--- config.mk ---
export PLATFORM = sky130hd
export DESIGN_NAME = two_level_feedback_scheduler
export DESIGN_NICKNAME = d
export VERILOG_FILES = /design/src/sv/tlfs_pkg.sv /design/src/sv/tlfs_ram.sv /design/src/sv/tlfs_fifo.sv /design/src/sv/tlfs_alu.sv /design/src/sv/two_level_feedback_scheduler.sv
export SDC_FILE = /design/constraint.sdc
export NUM_CORES = 1
export LEC_CHECK = 0
export BUFFER_PORTS_ARGS = -buffer_cell sky130_fd_sc_hd__clkbuf_2
export CAP_MARGIN = 20
export CORE_MARGIN = 8
export CORE_UTILIZATION = 50
export DETAILED_ROUTE_END_ITERATION = 6
export GPL_TIMING_DRIVEN = 0
export PLACE_DENSITY_LB_ADDON = 0.25
export SYNTH_ARGS = -nofsm -noshare
export SYNTH_HDL_FRONTEND = slang
export SYNTH_SLANG_ARGS = --single-unit
--- constraint.sdc ---
create_clock -name clk -period 3.96 [get_ports clk]
set_input_delay 0.198 -clock clk [delete_from_list [all_inputs] [get_ports clk]]
set_output_delay 0.198 -clock clk [all_outputs]
set_load 0.02 [all_outputs]
--- src/sv/tlfs_pkg.sv ---
// ----------------------------------------------------------------------------
// tlfs_pkg: shared types and constants of the two-level feedback scheduler
// Payload structs, action codes, register indexes, sequencer states and
// the ALU operation codes.
// ----------------------------------------------------------------------------
package tlfs_pkg;

  localparam int TID_W        = 4;
  localparam int ACT_W        = 3;
  localparam int CFG_W        = 16;
  localparam int CFG_IDX_W    = 2;
  localparam int ELAPSED_W    = 17;
  localparam int MAX_THREADS_DEF = 16;

  localparam logic [ELAPSED_W-1:0] ELAPSED_MAX = '1;

  // Register reset values
  localparam logic [CFG_W-1:0] FIRST_QUANTUM_RST  = 16'd4;
  localparam logic [CFG_W-1:0] SECOND_QUANTUM_RST = 16'd8;
  localparam logic [CFG_W-1:0] TICK_INTERVAL_RST  = 16'd1;

  // Register indexes
  localparam logic [CFG_IDX_W-1:0] CFG_FIRST_QUANTUM  = 2'd0;
  localparam logic [CFG_IDX_W-1:0] CFG_SECOND_QUANTUM = 2'd1;
  localparam logic [CFG_IDX_W-1:0] CFG_TICK_INTERVAL  = 2'd2;

  typedef enum logic [ACT_W-1:0] {
    ACT_TICK       = 3'd0,
    ACT_ADD_READY  = 3'd1,
    ACT_FINISH     = 3'd2,
    ACT_BLOCK      = 3'd3,
    ACT_NOTIFY_ONE = 3'd4,
    ACT_NOTIFY_ALL = 3'd5
  } action_t;

  typedef enum logic [3:0] {
    S_IDLE,
    S_DECODE,
    S_ADD,
    S_CMP,
    S_DISP_RD,
    S_DISP_POP,
    S_MOVE_RD,
    S_MOVE,
    S_DONE
  } state_t;

  typedef enum logic {
    ALU_ADD_SAT,
    ALU_CMP_GE
  } alu_op_t;

  typedef struct packed {
    logic [ACT_W-1:0] action;
    logic [TID_W-1:0] thread_id;
  } sched_in_t;

  typedef struct packed {
    logic [TID_W-1:0] running_id;
    logic             running_valid;
    logic             running_level;
    logic             overflow;
  } sched_out_t;

  // FIFO control from the sequencer and status back to it
  typedef struct packed {
    logic push;
    logic pop;
  } fifo_ctl_t;

  typedef struct packed {
    logic empty;
    logic full;
    logic last;   // exactly one entry held
  } fifo_sts_t;

endpackage

--- src/sv/tlfs_ram.sv ---
// ----------------------------------------------------------------------------
// tlfs_ram: generic single-write, single-read RAM
// One write port, one read port, read data registered (read-first).
// ----------------------------------------------------------------------------
module tlfs_ram #(
  parameter int WIDTH = 4,
  parameter int DEPTH = 16
) (
  input  logic                     clk,
  input  logic                     we,
  input  logic [$clog2(DEPTH)-1:0] waddr,
  input  logic [WIDTH-1:0]         wdata,
  input  logic [$clog2(DEPTH)-1:0] raddr,
  output logic [WIDTH-1:0]         rdata
);

  logic [WIDTH-1:0] mem [DEPTH];
  logic [WIDTH-1:0] rdata_r;

  always_ff @(posedge clk) begin
    if (we) begin
      mem[waddr] <= wdata;
    end
    rdata_r <= mem[raddr];
  end

  assign rdata = rdata_r;

endmodule

--- src/sv/tlfs_fifo.sv ---
// ----------------------------------------------------------------------------
// tlfs_fifo: circular FIFO of thread identifiers
// Head pointer and fill count around one RAM. The RAM is read at the head
// continuously; head data is good in the cycle after the head settles.
// A push into a full FIFO is dropped.
// ----------------------------------------------------------------------------
module tlfs_fifo #(
  parameter int DEPTH = tlfs_pkg::MAX_THREADS_DEF
) (
  input  logic                         clk,
  input  logic                         rst_n,
  input  tlfs_pkg::fifo_ctl_t          ctl,
  input  logic [tlfs_pkg::TID_W-1:0]   push_data,
  output tlfs_pkg::fifo_sts_t          sts,
  output logic [tlfs_pkg::TID_W-1:0]   head_data
);
  import tlfs_pkg::*;

  localparam int AW = $clog2(DEPTH);
  localparam int CW = $clog2(DEPTH + 1);

  logic [AW-1:0] head_r, head_nxt;
  logic [CW-1:0] count_r, count_nxt;
  logic [CW:0]   tail_sum;
  logic [AW-1:0] tail;
  logic          do_push;

  // head + count stays below twice the depth: one compare and subtract
  always_comb begin
    tail_sum = {1'b0, CW'(head_r)} + {1'b0, count_r};
    if (tail_sum >= (CW+1)'(DEPTH)) begin
      tail_sum = tail_sum - (CW+1)'(DEPTH);
    end
    tail = tail_sum[AW-1:0];
  end

  assign sts.empty = (count_r == '0);
  assign sts.full  = (count_r == CW'(DEPTH));
  assign sts.last  = (count_r == CW'(1));
  assign do_push   = ctl.push && !sts.full;

  always_comb begin
    head_nxt  = head_r;
    count_nxt = count_r;
    if (ctl.pop && !sts.empty) begin
      head_nxt  = (head_r == AW'(DEPTH - 1)) ? '0 : head_r + AW'(1);
      count_nxt = count_r - CW'(1);
    end else if (do_push) begin
      count_nxt = count_r + CW'(1);
    end
  end

  always_ff @(posedge clk) begin
    if (!rst_n) begin
      head_r  <= '0;
      count_r <= '0;
    end else begin
      head_r  <= head_nxt;
      count_r <= count_nxt;
    end
  end

  tlfs_ram #(
    .WIDTH (TID_W),
    .DEPTH (DEPTH)
  ) u_ram (
    .clk   (clk),
    .we    (do_push),
    .waddr (tail),
    .wdata (push_data),
    .raddr (head_r),
    .rdata (head_data)
  );

endmodule

--- src/sv/tlfs_alu.sv ---
// ----------------------------------------------------------------------------
// tlfs_alu: shared elapsed-time unit
// Saturating add of the tick interval, or compare against the quantum.
// ----------------------------------------------------------------------------
module tlfs_alu (
  input  tlfs_pkg::alu_op_t                 op,
  input  logic [tlfs_pkg::ELAPSED_W-1:0]    a,
  input  logic [tlfs_pkg::CFG_W-1:0]        b,
  output logic [tlfs_pkg::ELAPSED_W-1:0]    res,
  output logic                              ge
);
  import tlfs_pkg::*;

  logic [ELAPSED_W:0] sum;

  always_comb begin
    sum = {1'b0, a} + (ELAPSED_W+1)'(b);
    res = a;
    ge  = 1'b0;
    unique case (op)
      ALU_ADD_SAT: res = sum[ELAPSED_W] ? ELAPSED_MAX : sum[ELAPSED_W-1:0];
      ALU_CMP_GE:  ge  = (a >= ELAPSED_W'(b));
      default:     res = a;
    endcase
  end

endmodule

--- src/sv/two_level_feedback_scheduler.sv ---
// ----------------------------------------------------------------------------
// two_level_feedback_scheduler: two-level feedback thread scheduler
// High and low ready FIFOs, a blocked FIFO and the running thread, stepped
// by scheduler events under a small sequencer.
// ----------------------------------------------------------------------------
// Usage:
//   Event channel: drive in_data and raise start; the event transfers at a
//   clock edge with start high and busy low. busy stays high until the
//   result has been shown.
//   Result channel: out_valid strobes for one cycle with out_data (running
//   thread, level, overflow). The receiver cannot stall it.
//   Config channel: cfg_index/cfg_data transfer when cfg_valid and cfg_ready
//   are high; cfg_ready is always high. Write only while busy is low.
// State path from the transfer edge to the strobe in S_DONE:
//   add ready, idle finish/block, nothing to notify, unused codes: DECODE
//   other finish/block, idle or preempting tick: DECODE, DISP_RD, DISP_POP
//   tick with advance: DECODE, ADD, CMP (+ DISP_RD, DISP_POP on expiry)
//   notify one: DECODE, MOVE_RD, MOVE; all: DECODE, MOVE_RD, MOVE per entry
//   One event at a time; the next may transfer the cycle after the strobe.
//   The registered head reads of the FIFO RAMs split each pop into a read
//   and a pop state; the shared ALU adds and compares in separate cycles.
// Reset: synchronous, rst_n low. Idle, all FIFOs empty, registers to
//   4 / 8 / 1. No memory clearing pass.
// ----------------------------------------------------------------------------
module two_level_feedback_scheduler #(
  parameter int MAX_THREADS = tlfs_pkg::MAX_THREADS_DEF
) (
  input  logic                              clk,
  input  logic                              rst_n,
  // event channel
  input  logic                              start,
  output logic                              busy,
  input  tlfs_pkg::sched_in_t               in_data,
  // result channel
  output logic                              out_valid,
  output tlfs_pkg::sched_out_t              out_data,
  // config channel
  input  logic                              cfg_valid,
  output logic                              cfg_ready,
  input  logic [tlfs_pkg::CFG_IDX_W-1:0]    cfg_index,
  input  logic [tlfs_pkg::CFG_W-1:0]        cfg_data
);
  import tlfs_pkg::*;

  state_t               state_r, state_nxt;
  logic [ACT_W-1:0]     act_r, act_nxt;
  logic [TID_W-1:0]     tid_r, tid_nxt;
  logic [TID_W-1:0]     run_id_r, run_id_nxt;
  logic                 run_valid_r, run_valid_nxt;
  logic                 run_level_r, run_level_nxt;
  logic [ELAPSED_W-1:0] elapsed_r, elapsed_nxt;
  logic                 ovf_r, ovf_nxt;

  // configuration registers
  logic [CFG_W-1:0]     fq_r, sq_r, ti_r;

  // FIFO hookup
  fifo_ctl_t            hi_ctl, lo_ctl, bk_ctl;
  fifo_sts_t            hi_sts, lo_sts, bk_sts;
  logic [TID_W-1:0]     hi_wdata;
  logic [TID_W-1:0]     hi_data, lo_data, bk_data;

  // shared ALU
  alu_op_t              alu_op;
  logic [CFG_W-1:0]     alu_b;
  logic [ELAPSED_W-1:0] alu_res;
  logic                 alu_ge;

  assign alu_b = (alu_op == ALU_ADD_SAT) ? ti_r : (run_level_r ? sq_r : fq_r);

  tlfs_alu u_alu (
    .op  (alu_op),
    .a   (elapsed_r),
    .b   (alu_b),
    .res (alu_res),
    .ge  (alu_ge)
  );

  tlfs_fifo #(.DEPTH(MAX_THREADS)) u_hi_fifo (
    .clk       (clk),
    .rst_n     (rst_n),
    .ctl       (hi_ctl),
    .push_data (hi_wdata),
    .sts       (hi_sts),
    .head_data (hi_data)
  );

  // low FIFO and blocked FIFO only ever take the running thread
  tlfs_fifo #(.DEPTH(MAX_THREADS)) u_lo_fifo (
    .clk       (clk),
    .rst_n     (rst_n),
    .ctl       (lo_ctl),
    .push_data (run_id_r),
    .sts       (lo_sts),
    .head_data (lo_data)
  );

  tlfs_fifo #(.DEPTH(MAX_THREADS)) u_bk_fifo (
    .clk       (clk),
    .rst_n     (rst_n),
    .ctl       (bk_ctl),
    .push_data (run_id_r),
    .sts       (bk_sts),
    .head_data (bk_data)
  );

  // Sequencer: next state and datapath controls
  always_comb begin
    state_nxt     = state_r;
    act_nxt       = act_r;
    tid_nxt       = tid_r;
    run_id_nxt    = run_id_r;
    run_valid_nxt = run_valid_r;
    run_level_nxt = run_level_r;
    elapsed_nxt   = elapsed_r;
    ovf_nxt       = ovf_r;
    hi_ctl        = '0;
    lo_ctl        = '0;
    bk_ctl        = '0;
    hi_wdata      = (state_r == S_MOVE) ? bk_data : tid_r;
    alu_op        = ALU_CMP_GE;

    unique case (state_r)
      S_IDLE: begin
        if (start) begin
          act_nxt   = in_data.action;
          tid_nxt   = in_data.thread_id;
          ovf_nxt   = 1'b0;
          state_nxt = S_DECODE;
        end
      end

      S_DECODE: begin
        state_nxt = S_DONE;
        unique case (act_r)
          ACT_TICK: begin
            priority if (!run_valid_r) begin
              state_nxt = S_DISP_RD;
            end else if (run_level_r && !hi_sts.empty) begin
              // preempt level-1 runner; dispatch then takes the high head
              lo_ctl.push   = 1'b1;
              ovf_nxt       = ovf_r | lo_sts.full;
              run_valid_nxt = 1'b0;
              run_id_nxt    = '0;
              run_level_nxt = 1'b0;
              elapsed_nxt   = '0;
              state_nxt     = S_DISP_RD;
            end else begin
              state_nxt = S_ADD;
            end
          end
          ACT_ADD_READY: begin
            hi_ctl.push = 1'b1;
            ovf_nxt     = ovf_r | hi_sts.full;
          end
          ACT_FINISH: begin
            if (run_valid_r) begin
              run_valid_nxt = 1'b0;
              run_id_nxt    = '0;
              run_level_nxt = 1'b0;
              elapsed_nxt   = '0;
              state_nxt     = S_DISP_RD;
            end
          end
          ACT_BLOCK: begin
            if (run_valid_r) begin
              bk_ctl.push   = 1'b1;
              ovf_nxt       = ovf_r | bk_sts.full;
              run_valid_nxt = 1'b0;
              run_id_nxt    = '0;
              run_level_nxt = 1'b0;
              elapsed_nxt   = '0;
              state_nxt     = S_DISP_RD;
            end
          end
          ACT_NOTIFY_ONE, ACT_NOTIFY_ALL: begin
            if (!bk_sts.empty) begin
              state_nxt = S_MOVE_RD;
            end
          end
          default: state_nxt = S_DONE;
        endcase
      end

      S_ADD: begin
        alu_op      = ALU_ADD_SAT;
        elapsed_nxt = alu_res;
        state_nxt   = S_CMP;
      end

      S_CMP: begin
        alu_op = ALU_CMP_GE;
        if (alu_ge) begin
          // quantum used up: demote and dispatch
          lo_ctl.push   = 1'b1;
          ovf_nxt       = ovf_r | lo_sts.full;
          run_valid_nxt = 1'b0;
          run_id_nxt    = '0;
          run_level_nxt = 1'b0;
          elapsed_nxt   = '0;
          state_nxt     = S_DISP_RD;
        end else begin
          state_nxt = S_DONE;
        end
      end

      S_DISP_RD: begin
        state_nxt = S_DISP_POP;
      end

      S_DISP_POP: begin
        priority if (!hi_sts.empty) begin
          hi_ctl.pop    = 1'b1;
          run_id_nxt    = hi_data;
          run_valid_nxt = 1'b1;
          run_level_nxt = 1'b0;
          elapsed_nxt   = '0;
        end else if (!lo_sts.empty) begin
          lo_ctl.pop    = 1'b1;
          run_id_nxt    = lo_data;
          run_valid_nxt = 1'b1;
          run_level_nxt = 1'b1;
          elapsed_nxt   = '0;
        end else begin
          run_valid_nxt = 1'b0;
        end
        state_nxt = S_DONE;
      end

      S_MOVE_RD: begin
        state_nxt = S_MOVE;
      end

      S_MOVE: begin
        // blocked head to high FIFO; lost if high is full
        bk_ctl.pop  = 1'b1;
        hi_ctl.push = 1'b1;
        ovf_nxt     = ovf_r | hi_sts.full;
        if (act_r == ACT_NOTIFY_ALL && !bk_sts.last) begin
          state_nxt = S_MOVE_RD;
        end else begin
          state_nxt = S_DONE;
        end
      end

      S_DONE: begin
        state_nxt = S_IDLE;
      end

      default: state_nxt = S_IDLE;
    endcase
  end

  always_ff @(posedge clk) begin
    if (!rst_n) begin
      state_r     <= S_IDLE;
      run_id_r    <= '0;
      run_valid_r <= 1'b0;
      run_level_r <= 1'b0;
      elapsed_r   <= '0;
      ovf_r       <= 1'b0;
    end else begin
      state_r     <= state_nxt;
      run_id_r    <= run_id_nxt;
      run_valid_r <= run_valid_nxt;
      run_level_r <= run_level_nxt;
      elapsed_r   <= elapsed_nxt;
      ovf_r       <= ovf_nxt;
    end
  end

  // event payload latch, no reset needed
  always_ff @(posedge clk) begin
    act_r <= act_nxt;
    tid_r <= tid_nxt;
  end

  // configuration registers; writes beyond the list are dropped
  assign cfg_ready = 1'b1;

  always_ff @(posedge clk) begin
    if (!rst_n) begin
      fq_r <= FIRST_QUANTUM_RST;
      sq_r <= SECOND_QUANTUM_RST;
      ti_r <= TICK_INTERVAL_RST;
    end else if (cfg_valid && cfg_ready) begin
      unique case (cfg_index)
        CFG_FIRST_QUANTUM:  fq_r <= cfg_data;
        CFG_SECOND_QUANTUM: sq_r <= cfg_data;
        CFG_TICK_INTERVAL:  ti_r <= cfg_data;
        default: ;
      endcase
    end
  end

  // result strobe straight from registers
  assign busy                   = (state_r != S_IDLE);
  assign out_valid              = (state_r == S_DONE);
  assign out_data.running_id    = run_valid_r ? run_id_r : '0;
  assign out_data.running_valid = run_valid_r;
  assign out_data.running_level = run_valid_r & run_level_r;
  assign out_data.overflow      = ovf_r;

`ifndef SYNTH
  // every result ends the event: ready for the next one right after
  a_done_frees: assert property (@(posedge clk) disable iff (!rst_n)
    out_valid |=> !busy)
    else $error("busy still high after result strobe");

  // an accepted event always occupies the sequencer
  a_start_busy: assert property (@(posedge clk) disable iff (!rst_n)
    (start && !busy) |=> busy)
    else $error("event transfer did not start the sequencer");

  // a freshly dispatched thread starts with a clear counter
  a_dispatch_clear: assert property (@(posedge clk) disable iff (!rst_n)
    $past(state_r == S_DISP_POP) && run_valid_r |-> elapsed_r == '0)
    else $error("dispatched thread has nonzero elapsed time");

  // a pop never targets an empty blocked FIFO
  a_move_nonempty: assert property (@(posedge clk) disable iff (!rst_n)
    (state_r == S_MOVE) |-> !bk_sts.empty)
    else $error("move from empty blocked FIFO");
`endif

endmodule
# After elaboration in Yosys (flattened, before gate mapping)
# Memory sizes are Yosys's and may differ from the RTL's. A register that Yosys moved wholly into a read port is not among the register bits.
# Cells that the tools add are included.
classes:
  addsub: 16
  magnitude_cmp: 4
  reduce_logical: 38
  mux: 85
  eq_ne: 31
  bitwise: 4
op_table:
  columns: ["op", "n"]
  rows:
  - ["$mux 17", 7]
  - ["$mux 4", 19]
  - ["$pmux 17 s4", 1]
  - ["$mux 1", 35]
  - ["$pmux 17 s2", 1]
  - ["$mux 16", 2]
  - ["$pmux 4 s8", 1]
  - ["$mux 5", 6]
  - ["$pmux 4 s3", 2]
  - ["$reduce_and 7->1", 3]
  - ["$add 17x16->18", 1]
  - ["$add 4x5->6", 3]
  - ["$ge 6x5->1 const B", 3]
  - ["$ge 17x16->1", 1]
  - ["$eq 4x3->1 const B", 4]
  - ["$eq 4x4->1 const B", 4]
  - ["$add 5x1->5 const B", 3]
  - ["$eq 5x5->1 const B", 3]
  - ["$logic_not 5->1", 3]
  - ["$ne 3x3->1 const B", 5]
  - ["$sub 5x1->5 const B", 3]
  - ["$add 4x1->4 const B", 3]
  - ["$reduce_bool 4->1", 3]
  - ["$sub 4x1->4 const B", 3]
  - ["other kinds (28)", 59]
totals:
  in_bits: 29
  output_inout_bits: 10
  mem_count: 3
  mem_bits_rw: 192
  wordCells: 198
  ff_bits: 110
mem_list:
  columns: ["memory", "words", "width", "rd", "rd_ports_with_merged_regs", "wr", "line_no", "source"]
  rows:
  - ["u_bk_fifo.u_ram.mem", 16, 4, 1, 1, 1, "tlfs_ram.sv:17", "logic [WIDTH-1:0] mem [DEPTH];"]
  - ["u_hi_fifo.u_ram.mem", 16, 4, 1, 1, 1, "tlfs_ram.sv:17", null]
  - ["u_lo_fifo.u_ram.mem", 16, 4, 1, 1, 1, "tlfs_ram.sv:17", null]

# Longest topological paths before layout
# Gate-level depths: netlist of run 1.
logic_depth:
  ltp_word: 10
  depth_mapped: 19
  mapped_depth_nobuf: 16

# Hierarchy
# A second synthesis of run 1 with hierarchy kept.
unflattened:
  cells_unflattened: 1308
  area_unflattened_um2: 15616.2
modules_own_cells:
  columns: ["mod", "cells_per_inst", "n_inst", "area_each_um2", "seq_area_each_um2"]
  rows:
  - ["tlfs_ram", 130, 3, 2666.3, 2001.9]
  - ["two_level_feedback_scheduler", 460, 1, 3866.2, 1731.7]
  - ["tlfs_fifo", 80, 3, 695.7, 180.2]
  - ["tlfs_alu", 218, 1, 1664.1, 0.0]

# Worst setup path after synthesis of run 1
# No wires, ideal clock.
synth_path:
  path_type: "reg2reg"
  start: "reg run_level_r"
  end: "mem u_lo_fifo.u_ram.mem[6][0] (enable)"
  path_buffers: 2
  setup_time_ns: 0.361
  t_required_ns: 3.599
  slack_ns: 0.081
  path_stages_with_launch: 14
  arrival_time_ns: 3.517
  cell_sequence: "dfxtp_1 -> clkbuf_1 -> buf_1 -> mux2i_1 -> o21ai_0 -> ha_1 -> nor4b_2 -> nand3_1 -> a21oi_1 -> a311o_2 -> a21o_1 -> nand2_1 -> or3_1 -> nor3_1"
synth_via:
  elab_chain_cells: 9
  elab_cells_between_ends: 13
  cone_classes: "1 x order compare; 10 x mux; 2 x reduce/logical"
synth_rtl:
  columns: ["element", "line_no", "source"]
  rows:
  - ["from (decl)", "two_level_feedback_scheduler.sv:50", "logic run_level_r, run_level_nxt;"]
  - ["from (signal assigned)", "two_level_feedback_scheduler.sv:266", "run_level_r <= run_level_nxt;"]
  - ["$mux 16 (2 in a row)", "two_level_feedback_scheduler.sv:69", "assign alu_b = (alu_op == ALU_ADD_SAT) ? ti_r : (run_level_r ? sq_r : fq_r);"]
  - ["$ge 17x16->1", "tlfs_alu.sv:22", "ALU_CMP_GE: ge = (a >= ELAPSED_W'(b));"]
  - ["$mux 1", "tlfs_alu.sv:20", "unique case (op)"]
  - ["$mux 1", "two_level_feedback_scheduler.sv:193", "if (alu_ge) begin"]
  - ["$pmux 1 s2 *", "two_level_feedback_scheduler.sv:123", "unique case (state_r)"]
  - ["$logic_and 1x1->1 *", "tlfs_fifo.sv:40", "assign do_push = ctl.push && !sts.full;"]
  - ["$mux 1 *", "tlfs_ram.sv:21", "if (we) begin"]
  - ["$mux 1 (not written as such) *", "tlfs_ram.sv:22", "mem[waddr] <= wdata;"]
  - ["to (decl)", "tlfs_ram.sv:17", null]
# Mark *: on every way between the ends. The rest lies on a longest branch, timed or not.

# Worst setup path after layout of run 1
layout_path:
  start: "reg state_r[3]"
  end: "reg elapsed_r[3]"
layout_via:
  elab_chain_cells: 6
  elab_cells_between_ends: 18
  cone_classes: "1 x add/sub; 1 x order compare; 10 x eq/ne; 4 x mux; 2 x reduce/logical"
layout_rtl:
  columns: ["element", "line_no", "source"]
  rows:
  - ["from (decl)", "two_level_feedback_scheduler.sv:45", "state_t state_r, state_nxt;"]
  - ["from (signal assigned)", "two_level_feedback_scheduler.sv:263", "state_r <= state_nxt;"]
  - ["$eq 4x2->1", "two_level_feedback_scheduler.sv:123", null]
  - ["$mux 16", "two_level_feedback_scheduler.sv:69", null]
  - ["$ge 17x16->1", "tlfs_alu.sv:22", null]
  - ["$mux 1", "tlfs_alu.sv:20", null]
  - ["$ne 2x2->1 (no source line)", null, null]
  - ["$reduce_and 7->1 (no source line)", null, null]
  - ["to (signal assigned)", "two_level_feedback_scheduler.sv:267", "elapsed_r <= elapsed_nxt;"]
  - ["to (decl)", "two_level_feedback_scheduler.sv:51", "logic [ELAPSED_W-1:0] elapsed_r, elapsed_nxt;"]
# Several ways; a longest one is shown, not always the timed one.
# A chain may end at the register's enable or synchronous reset.

==> results of run 1 <==
power groups by stage:
stage          Combinational, mW  Sequential [mW]  Clock [mW]
2_1_floorplan              0.171             3.57           0
3_3_place_gp               0.254             3.58           0
3_5_place_dp               0.258             3.58           0
4_1_cts                    0.284             3.51        3.30
5_1_grt                    0.321             3.51        3.43
6_report                   0.292             3.51        3.24
final cells by class:
cell class,instances,area (um2),share of cell area (%)
Tap cell,384,480,2.83
Sequential cell,314,8280,48.7
Clock inverter,18,225,1.32
Inverter,39,146,0.861
Buffer,57,287,1.69
Timing Repair Buffer,76,608,3.58
Multi-Input combinational cell,783,6040,35.5
Clock buffer,45,933,5.49
registers in the layout, summed over array words and instances (netlist names), 3 cells and up:
| name | cells |
|---|---|
| fq_r | 16 |
| u_bk_fifo.count_r | 5 |
| u_bk_fifo.u_ram.mem | 64 |
| u_hi_fifo.u_ram.mem | 64 |
| act_r | 3 |
| u_hi_fifo.count_r | 5 |
| state_r | 4 |
| u_bk_fifo.head_r | 4 |
| u_hi_fifo.head_r | 4 |
| ti_r | 16 |
| u_lo_fifo.u_ram.rdata | 4 |
| run_id_r | 4 |
| u_hi_fifo.u_ram.rdata | 4 |
| tid_r | 4 |
| u_bk_fifo.u_ram.rdata | 4 |
| u_lo_fifo.count_r | 5 |
| sq_r | 16 |
| elapsed_r | 17 |
| u_lo_fifo.head_r | 4 |
| u_lo_fifo.u_ram.mem | 64 |
per-stage QoR:
step	setup slack [ns]	TNS, ns	power (mW)	utilization, %
2_1_floorplan	0.0815	0	3.74	-
3_3_place_gp	-1.22	-76.53	3.83	53.0
3_5_place_dp	-1.24	-74.98	3.84	53.1
4_1_cts	0.000177	0	7.10	58.6
5_1_grt	-0.0331	-0.152	7.27	59.2
6_report	0.141	0	7.04	59.2
kinds of logic (layout without fill, tap and decap cells):
group,Yosys count,in the layout
simple gates,400,400
flops,314,314
compound gates,203,203
buf+inv,101,235
mux,84,84
fa+ha+maj,59,59
xor+xnor,36,36
other cells,1,1
critical path: cells and delay by family, from the launching register on:
family          cells  cell delay [ns]
compound gates      7             1.51
fa+ha+maj           1             0.39
buf+inv             4             0.64
flops               1             0.38
simple gates        5             0.74
what timing repair did:
item,CTS,global route
gates resized for setup,44,27
endpoints found under the hold margin,55,0
pin swaps,9,10
setup endpoints to repair,95,84
buffers inserted,7,3
hold buffers,25,0
layout by cell type, fill, tap and decap left out, types with 5 or more instances in the layout:
cell type,count
sky130_fd_sc_hd__a21o_1,8
sky130_fd_sc_hd__a21oi_1,97
sky130_fd_sc_hd__clkinv_2,5
sky130_fd_sc_hd__and3_1,9
sky130_fd_sc_hd__clkbuf_2,38
sky130_fd_sc_hd__mux4_2,60
sky130_fd_sc_hd__inv_1,37
sky130_fd_sc_hd__clkbuf_1,51
sky130_fd_sc_hd__a211oi_1,5
sky130_fd_sc_hd__mux2i_1,19
sky130_fd_sc_hd__o21ai_1,6
sky130_fd_sc_hd__a211o_1,8
sky130_fd_sc_hd__fa_1,6
sky130_fd_sc_hd__xnor2_1,23
sky130_fd_sc_hd__ha_1,46
sky130_fd_sc_hd__nand3_1,12
sky130_fd_sc_hd__nand3b_1,9
sky130_fd_sc_hd__nand2b_1,13
sky130_fd_sc_hd__clkbuf_16,35
sky130_fd_sc_hd__nand2_1,173
sky130_fd_sc_hd__mux2_2,5
sky130_fd_sc_hd__dfxtp_1,112
sky130_fd_sc_hd__nor3_1,15
sky130_fd_sc_hd__o21a_1,7
sky130_fd_sc_hd__edfxtp_1,199
sky130_fd_sc_hd__buf_4,14
sky130_fd_sc_hd__a221o_1,14
sky130_fd_sc_hd__nor2_1,93
sky130_fd_sc_hd__or3_1,7
sky130_fd_sc_hd__o21ai_2,5
sky130_fd_sc_hd__dlygate4sd3_1,25
sky130_fd_sc_hd__nor2b_1,17
sky130_fd_sc_hd__xor2_1,13
sky130_fd_sc_hd__and2_1,11
sky130_fd_sc_hd__o21ai_0,19
metal layers:
layer / routed length (um) / GRT usage [%] / part of all wire (%) / up-vias
li1: - / - / - / 4608
met1: 14300 / 24.1 / 45 / 4683
met5: 0 / 0 / 0 / -
met2: 15500 / 30.3 / 49 / 201
met4: 657 / 5.41 / 2.1 / 0
met3: 1480 / 3.30 / 4.6 / 52
path summary, 6_finish.rpt:
| kind | startpoint | end | slack (ns) | cells after the start |
|---|---|---|---|---|
| worst max-delay path | state_r[3]$_SDFFE_PN0N_ | elapsed_r[3]$_SDFFE_PN0P_ | 0.14 | 17 |
| worst min-delay path | cfg_index[1] | fq_r[0]$_SDFFE_PN0P_ | 0.14 | 4 |
| worst max register to register | state_r[3]$_SDFFE_PN0N_ | elapsed_r[3]$_SDFFE_PN0P_ | 0.14 | 17 |
| worst min register to register | fq_r[14]$_SDFFE_PN0P_ | fq_r[14]$_SDFFE_PN0P_ | 0.45 | 2 |
==> flow_summary.toml, run 1 <==
[outcome]
status = "finished clean"

[worst_setup_path]
cp_cell_sequence = "nor2_4 > nand2_2 > nor2_4 > buf_8 > nand2_1 > o21ai_1 > ha_2 > nor3_2 > o21ai_0 > a41oi_1 > a311o_2 > buf_4 > o21ai_2 > o41a_1 > buf_6 > buf_6 > a221o_1"
critPathRequiredTime_ns = 4.36
worst_path_largest_cell_delay_ns = 0.39
critical_path.startpoint_type = "register"
critical_path_data_arrival_time_ns = 4.21
crit_type = "register to register"
timing.critical_path.fanout_max = 10
cp-end-kind = "register"
worst_path_max_delay_cell = "sky130_fd_sc_hd__ha_2"

[finish]
fin_area_mm2 = 0.0170
stdcell_count = 1716
final.fill_count = 2305
diodes = 0
layout.nets = 1394
post_route_cells_drive_above_1_share_pct = 17.3
syn2layout_area_growth_pct = 16.9

[logic_synthesis]
yosys_register_bits = 314
synth.mux.area_fraction_pct = 11.0
synthAdderAreaFrac_pct = 5.38
dominant_combinational_cell_family_by_area_after_synthesis = "simple AND/OR/NAND/NOR gates"
yosys_most_used_dff = "sky130_fd_sc_hd__edfxtp_1"
sequential_to_total_area_share_from_yosys_stat_pct = 56.9
synthDominantCellAreaShare_pct = 41.1
post_synth_inst_count = 1198
synth-compound-area-share_pct = 8.95
syn-num-nets = 1286
avgSynthCellArea_um2 = 12.1
synth.area.top_cells = "sky130_fd_sc_hd__edfxtp_1, sky130_fd_sc_hd__dfxtp_1, sky130_fd_sc_hd__mux4_2"
most_frequent_cell_after_synthesis = "sky130_fd_sc_hd__edfxtp_1"
synth.cell_area_mm2 = 0.0145
asyncSetResetFlopFracSynth_pct = 0
number_of_enable_type_register_cells_in_the_synthesized_netlist = 199
netlist-cell-type-count = 71
post-synth-top-area-cell = "sky130_fd_sc_hd__edfxtp_1"
yosysWarnings = 0
synth-xor-area-share_pct = 2.17
ys_top_cells_by_count = "sky130_fd_sc_hd__edfxtp_1, sky130_fd_sc_hd__nand2_1, sky130_fd_sc_hd__dfxtp_1"
synth_simple_gate_area_share_pct = 12.7

[grt]
wire_length_of_the_first_global_routing_pass_um = 52000
maximum_number_of_pins_on_one_net_before_global_route_repair = 35
antenna_violations_before_repair = 0
grt_overflow = 0
grt.total_usage_pct = 18.2
grt_pass1_vias = 9641

[route]
via_density_per_instance = 5.56
ant_nets = 0
wl_per_cell_um = 18.6
drt-pass1-iter-count = 5
dr_total_vias = 9544
post-route-drc-count = 0
drt_wl_total_um = 31900
drt_iter0_drc = 611

[pwr]
p_comb_share_pct = 4.1
seq_power_share_pct = 49.9
sw_frac_of_total_pct = 21.3
power.clock.fraction_pct = 46.0
powerDensity_mw_per_mm2 = 414
p_leak_nw = 5.90
vdd_ir_drop_max_mv = 0.391
power_switching_mw = 1.50
power.internal_mw = 5.54

[cts]
numCtsBuffers = 35
cts-root-buf = "sky130_fd_sc_hd__clkbuf_16"
maximum_number_of_buffers_from_clock_root_to_sink = 3
cts_htree_levels = 2
clock_sink_count = 314
insertion_delay_ns = 0.53
cts.reportedPaths.clkPinSlew_ns = 0.07
tritoncts = "built"

[floorplanning]
coreArea_mm2 = 0.0287
die_area_mm2 = 0.0348
placementRows = 62
ios = 39
die_height_um = 187
floorplan.die.width_um = 187
initial_utilization_pct = 50.7

[sta]
worst-slew-pin-transition_ns = 0.947
setup_viol_count_final = 0
fin_hold_ws_ns = 0.142
finalHoldViolations = 0
finClkSkew_ns = 0.0365
finalCriticalPeriod_ns = 3.82
final.period_utilization_pct = 96.4
max_freq_mhz = 262
max-slew-margin-rel_pct = 36.4
drv_slew = 0

[placement]
placement.io_buffers = 37
dp.cells = 1620
final_replace_weighted_congestion = 0.839
hpwlAfterDp_um = 21700
placement.cell_area_mm2 = 0.0152

[run]
drv_cap = 0

[worst_hold_path]
min-delay-path-class = "input port to register"
No activity file was read; power rests on OpenSTA's default activity.
==> run 2: changes to the inputs <==
- SYNTH_HIERARCHICAL: unset -> 1
- clock period: 3.96 -> 4.5 ns (I/O delays scaled with it)
==> run 2 against run 1 <==
Compared with the run above:
- final area is 6.2% higher
- critical path type unchanged
- synthesized cell count is 8.8% higher
- critical endpoint is now u_lo_fifo/u_ram/mem[8][0]$_DFFE_PP_
- count of clock-buffer cells in the layout is 1 higher
- setup slack worse by 0.017 ns
- register-to-register slack worse by 0.02 ns
- fmax is 13% lower
- largest power group unchanged
- flip-flop and latch count stayed put
- area after synthesis is 7.1% higher
- critical path depth stayed put
- worst hold slack better by 0.029 ns
- highest routed layer is now met5
- sequential power is 12% lower
- total power is 15% lower
==> flow_summary.toml, run 2 <==
[route]
drt-pass1-iter-count = 5
ant_nets = 0
dr_total_vias = 10600
wl_per_cell_um = 18.4
post-route-drc-count = 0
drt_iter0_drc = 751
drt_wl_total_um = 33800
via_density_per_instance = 5.74

[finish]
reg_top3 = "u_bk_fifo/u_ram/mem: 64 flops, u_hi_fifo/u_ram/mem: 64 flops, u_lo_fifo/u_ram/mem: 64 flops"
post_route_cells_drive_above_1_share_pct = 17.0
syn2layout_area_growth_pct = 16.0
layout.nets = 1506
layout.core_utilization_pct = 58.9
final.fill_count = 2472
layout_commonest_cell = "sky130_fd_sc_hd__edfxtp_1"
diodes = 0
stdcell_count = 1839
layout_common_cells = "sky130_fd_sc_hd__edfxtp_1, sky130_fd_sc_hd__nand2_1, sky130_fd_sc_hd__dfxtp_1, sky130_fd_sc_hd__a21oi_1, sky130_fd_sc_hd__nor2_1"

[sta]
drv_slew = 0
max_freq_mhz = 228
fin_hold_ws_ns = 0.172
grt_setup_unrepaired = "no"
setup_viol_count_final = 0
finalHoldViolations = 0
finalCriticalPeriod_ns = 4.38
final.period_utilization_pct = 97.3
finClkSkew_ns = 0.0149
worst-slew-pin-transition_ns = 0.884
max-slew-margin-rel_pct = 40.9

[floorplanning]
die_height_um = 192
placementRows = 64
floorplan.die.width_um = 192
coreArea_mm2 = 0.0307
initial_utilization_pct = 50.8
ios = 39
die_area_mm2 = 0.0371

[worst_setup_path]
critical_path_data_arrival_time_ns = 4.54
timing.critical_path.fanout_max = 10
critical_path.startpoint_type = "register"
cp_cell_sequence = "nand2b_4 > nor3_4 > buf_6 > clkbuf_8 > inv_1 > clkinv_1 > clkbuf_1 > o31ai_2 > buf_4 > inv_1 > or3_4 > o41ai_4 > inv_2 > a31oi_4 > buf_4 > nand3b_1 > nor3_2"
crit_type = "register to register"
worst_path_max_delay_cell = "sky130_fd_sc_hd__clkinv_1"
worst_path_largest_cell_delay_ns = 0.44
cp-end-kind = "register"
critPathRequiredTime_ns = 4.67

[cts]
clock_sink_count = 314
numCtsBuffers = 34
tritoncts = "built"
insertion_delay_ns = 0.50
cts_htree_levels = 2
cts.reportedPaths.clkPinSlew_ns = 0.06
maximum_number_of_buffers_from_clock_root_to_sink = 3
cts-root-buf = "sky130_fd_sc_hd__clkbuf_16"

[pwr]
powerDensity_mw_per_mm2 = 332
vdd_ir_drop_max_mv = 0.353
report.power.total_mw = 5.99
p_leak_nw = 5.99

[grt]
antenna_violations_before_repair = 1
grt.total_usage_pct = 18.4
wire_length_of_the_first_global_routing_pass_um = 55000
maximum_number_of_pins_on_one_net_before_global_route_repair = 35
grt_overflow = 0
grt_pass1_vias = 10500

[worst_hold_path]
min-delay-path-class = "input port to register"

[logic_synthesis]
synth.cell_area_mm2 = 0.0156
post_synth_inst_count = 1304
avgSynthCellArea_um2 = 11.9
syn-num-nets = 1391
yosysWarnings = 6

[placement]
hpwlAfterDp_um = 23400
placement.io_buffers = 37
final_replace_weighted_congestion = 0.864
dp.cells = 1737

[outcome]
status = "finished clean"

[run]
drv_cap = 0
run 2: layout make-up:
class	count	area, um2	area share [%]
flip-flops and latches	314	8280	45.9
multi-input cells	874	6960	38.5
clock buffers	46	937	5.19
repair buffers	80	624	3.46
well taps	396	495	2.74
plain buffers	60	428	2.37
inverters	55	206	1.14
clock inverters	14	128	0.707
run 2: layer usage:
layer / vias to the layer above / share of wire [%] / GRT usage [%]
li1: 5145 / - / -
met1: 5148 / 45 / 24.8
met2: 220 / 48 / 31.1
met3: 49 / 4.4 / 2.48
met4: 2 / 1.7 / 4.70
met5: - / 0.038 / 0
run 2: path summary, 6_finish.rpt:
| kind | start | depth (start not counted) | endpoint | slack, ns |
|---|---|---|---|---|
| setup / recovery | state_r[3]$_SDFFE_PN0N_ | 17 | u_lo_fifo/u_ram/mem[8][0]$_DFFE_PP_ | 0.12 |
| setup reg to reg | state_r[3]$_SDFFE_PN0N_ | 17 | u_lo_fifo/u_ram/mem[8][0]$_DFFE_PP_ | 0.12 |
| hold / removal | cfg_index[1] | 4 | fq_r[0]$_SDFFE_PN0P_ | 0.17 |
| hold reg to reg | sq_r[7]$_SDFFE_PN0P_ | 2 | sq_r[7]$_SDFFE_PN0P_ | 0.45 |
run 2: power breakdown:
part           internal, mW  total [mW]  switching [mW]
sequential             3.07        3.08          0.0130
combinational        0.0989       0.251           0.152
clock                  1.58        2.66            1.08
run 2: critical path: cells and delay by family (launching register included):
family          cells  cell delay, ns
compound gates      3            0.61
buf+inv             9            1.95
flops               1            0.36
simple gates        5            1.12
run 2: stage by stage:
| step | setup TNS, ns | cell area, um2 | setup WS (ns) |
|---|---|---|---|
| finish | 0 | 18100 | 0.124 |
| global route | 0 | 18100 | 0.00197 |
| CTS | 0 | 17900 | 0.00774 |
| detailed placement | -79.88 | 16300 | -1.35 |
| global placement | -73.81 | 16300 | -1.25 |
| floorplan | 0 | 15600 | 0.0733 |
run 2: repair_timing:
| item | 4_1_cts | 5_1_grt |
|---|---|---|
| pin swaps | 8 | 10 |
| cloned | 0 | 0 |
| resized for setup | 67 | 17 |
| endpoints found under the hold margin | 55 | 0 |
| setup endpoints to repair | 90 | 64 |
| hold buffers | 23 | 0 |
| setup buffers | 11 | 5 |
==> run 3: changes to the inputs <==
--- a/config.mk
+++ b/config.mk
@@ -16,3 +16,2 @@
 export SYNTH_HDL_FRONTEND = slang
-export SYNTH_HIERARCHICAL = 1
 export SYNTH_SLANG_ARGS = --single-unit
==> constraint.sdc (replaced) <==
create_clock -name clk -period 4.5 [get_ports clk]
set_input_delay 0.9 -clock clk [delete_from_list [all_inputs] [get_ports clk]]
set_output_delay 0.9 -clock clk [all_outputs]
set_load 0.02 [all_outputs]
==> run 3 against run 2 <==
Compared with the run above:
- global-route usage decreased by 0.43 points
- sequential power about the same
- flip-flop and latch count unchanged
- die area decreased by 6.1%
- clock power increased by 7%
- first-iteration DRC count decreased by 26%
- largest cell class unchanged
- highest routed layer is now met4
==> flow_summary.toml, run 3 (synthesis results as in run 1) <==
[outcome]
status = "finished clean"

[floorplanning]
die_area_mm2 = 0.0348
floorplan.die.width_um = 187
placementRows = 62
die_height_um = 187
coreArea_mm2 = 0.0287
initial_utilization_pct = 50.7
ios = 39

[finish]
layout_common_cells = "sky130_fd_sc_hd__edfxtp_1, sky130_fd_sc_hd__nand2_1, sky130_fd_sc_hd__dfxtp_1, sky130_fd_sc_hd__a21oi_1, sky130_fd_sc_hd__nor2_1"
diodes = 0
layout.nets = 1361
layout.core_utilization_pct = 57.6
syn2layout_area_growth_pct = 13.6
area_of_combinational_cells_with_multiple_inputs_mm2 = 0.00591
layout_commonest_cell = "sky130_fd_sc_hd__edfxtp_1"
reg_top3 = "u_bk_fifo.u_ram.mem: 64 flops, u_hi_fifo.u_ram.mem: 64 flops, u_lo_fifo.u_ram.mem: 64 flops"
post_route_cells_drive_above_1_share_pct = 15.5
fin_area_mm2 = 0.0165
regArea_mm2 = 0.00828
final.fill_count = 2352

[pwr]
p_leak_nw = 5.71
p_comb_share_pct = 3.7
power.clock.fraction_pct = 46.2
vdd_ir_drop_max_mv = 0.299
sw_frac_of_total_pct = 21.2
power.internal_mw = 4.86
seq_power_share_pct = 50.1
powerDensity_mw_per_mm2 = 373
power_switching_mw = 1.31

[grt]
grt.total_usage_pct = 18.0
antenna_violations_before_repair = 0
grt_pass1_vias = 9504
wire_length_of_the_first_global_routing_pass_um = 51100
maximum_number_of_pins_on_one_net_before_global_route_repair = 35
grt_overflow = 0

[worst_setup_path]
cp-end-kind = "register"
timing.critical_path.fanout_max = 12
timing.critical_path.buf_inv = 2
critPathRequiredTime_ns = 4.67
worst_path_max_delay_cell = "sky130_fd_sc_hd__or3_1"
critical_path.startpoint_type = "register"
cp_cell_sequence = "nor2_2 > nand2_1 > nor2_4 > clkbuf_4 > nand2_1 > o21ai_1 > ha_1 > clkbuf_1 > nor3_2 > o21ai_0 > a41oi_1 > a311o_2 > a21o_1 > nand2_1 > or3_1 > nor3_4"
crit_type = "register to register"
path_delay_family = "simple AND/OR/NAND/NOR gates"
path_depth_of_the_worst_reg2reg_path = 16
worst_path_largest_cell_delay_ns = 0.44
cp_common_cell = "sky130_fd_sc_hd__nand2_1"
critical_path_data_arrival_time_ns = 4.44
critical_path_depth = 16

[cts]
maximum_number_of_buffers_from_clock_root_to_sink = 3
cts_htree_levels = 2
cts.reportedPaths.clkPinSlew_ns = 0.07
clock_sink_count = 314
number_of_setup_buffers_added_after_cts = 0
tritoncts = "built"
cts-root-buf = "sky130_fd_sc_hd__clkbuf_16"
numCtsBuffers = 35
insertion_delay_ns = 0.53

[sta]
setup_viol_count_final = 0
final.period_utilization_pct = 94.9
finalHoldViolations = 0
worst-slew-pin-transition_ns = 0.938
finalCriticalPeriod_ns = 4.27
drv_slew = 0
max-slew-margin-rel_pct = 37.0
max_freq_mhz = 234
finClkSkew_ns = 0.0370
grt_setup_unrepaired = "yes"

[placement]
placement.io_buffers = 37
placement.cell_area_mm2 = 0.0152
hpwlAfterDp_um = 21700
final_replace_weighted_congestion = 0.839

[route]
post-route-drc-count = 0
ant_nets = 0
via_density_per_instance = 5.62
dr_total_vias = 9451
wirelength_met1_um = 14100
drt_wl_total_um = 31400
wl_per_cell_um = 18.6
met2_wirelength_um = 15200
drt-pass1-iter-count = 5
dr_wl_met3_um = 1420
maxUsedRoutingLayer = "met4"
drt_iter0_drc = 556

[worst_hold_path]
min-delay-path-class = "register to register"
min_delay_path_depth = 2

[run]
drv_cap = 0
==> run 3: cell count changes in the layout (fill, tap and decap cells not counted), moves of 11 or more <==
cell / before / now
sky130_fd_sc_hd__a221o_1: 1 / 14
sky130_fd_sc_hd__a21oi_1: 85 / 97
sky130_fd_sc_hd__buf_4: 20 / 3
sky130_fd_sc_hd__inv_1: 49 / 37
sky130_fd_sc_hd__mux4_2: 6 / 60
sky130_fd_sc_hd__a22o_1: 17 / 0
sky130_fd_sc_hd__mux4_1: 42 / 0
sky130_fd_sc_hd__a31oi_1: 14 / 3
sky130_fd_sc_hd__dlygate4sd3_1: 23 / 0
sky130_fd_sc_hd__nand3_1: 42 / 12
sky130_fd_sc_hd__nor2_1: 81 / 93
sky130_fd_sc_hd__clkbuf_1: 33 / 54
sky130_fd_sc_hd__a22oi_1: 12 / 0
==> run 3: final cells by class <==
cell class                 count  area share, %
clock buffer                  45           5.65
clock inverter                18           1.36
buffer                        59           1.61
multi-input combinational    783           35.8
timing repair buffer          41           1.71
tap                          384           2.91
sequential                   314           50.1
inverter                      39          0.886
==> run 3: worst paths after layout <==
path / endpoint / from / slack [ns]
max reg2reg: u_lo_fifo.u_ram.mem[4][2]$_DFFE_PP_ / state_r[2]$_SDFFE_PN0N_ / 0.23
max: u_lo_fifo.u_ram.mem[4][2]$_DFFE_PP_ / state_r[2]$_SDFFE_PN0N_ / 0.23
min: fq_r[3]$_SDFFE_PN0P_ / fq_r[3]$_SDFFE_PN0P_ / 0.45
min reg2reg: fq_r[3]$_SDFFE_PN0P_ / fq_r[3]$_SDFFE_PN0P_ / 0.45
==> run 3: through the flow <==
step	worst slack [ns]	hold slack, ns	total power, mW	setup TNS (ns)	std cells
final	0.228	0.453	6.17	0	1683
after global placement	-0.679	0.442	3.37	-26.83	1619
after global routing	-0.00474	0.469	6.37	-0.00534	1683
after detailed placement	-0.698	0.446	3.38	-25.64	1620
after floorplan	0.621	0.436	3.29	0	1198
after CTS	0.131	0.455	6.22	0	1681
==> run 3: repair_timing <==
| action | in CTS | in global routing |
|---|---|---|
| pin swaps | 1 | 1 |
| resized for setup | 25 | 4 |
| endpoints found under the setup margin | 89 | 36 |
| hold buffers | 0 | 0 |
==> run 3: per-layer routing <==
metal / vias up / GRT usage, %
met3: 57 / 3.36
met2: 221 / 29.7
met4: 0 / 5.50
met1: 4625 / 23.8
met5: - / 0
li1: 4548 / -
==> run 3: worst reg2reg max path, cell delays in order, from the launching register on <==
cell and delay [ns]:
sky130_fd_sc_hd__dfxtp_1 0.42, sky130_fd_sc_hd__nor2_2 0.21, sky130_fd_sc_hd__nand2_1 0.15, sky130_fd_sc_hd__nor2_4 0.20
sky130_fd_sc_hd__clkbuf_4 0.25, sky130_fd_sc_hd__nand2_1 0.08, sky130_fd_sc_hd__o21ai_1 0.15, sky130_fd_sc_hd__ha_1 0.28
sky130_fd_sc_hd__clkbuf_1 0.20, sky130_fd_sc_hd__nor3_2 0.26, sky130_fd_sc_hd__o21ai_0 0.15, sky130_fd_sc_hd__a41oi_1 0.27
sky130_fd_sc_hd__a311o_2 0.26, sky130_fd_sc_hd__a21o_1 0.21, sky130_fd_sc_hd__nand2_1 0.09, sky130_fd_sc_hd__or3_1 0.44
sky130_fd_sc_hd__nor3_4 0.30
==> run 3: power groups by stage <==
stage               clock (mW)  sequential [mW]  combinational [mW]
global route              3.02             3.09               0.253
CTS                       2.91             3.09               0.228
global placement             0             3.15               0.224
detailed placement           0             3.15               0.227
finish                    2.85             3.09               0.228
floorplan                    0             3.14               0.150
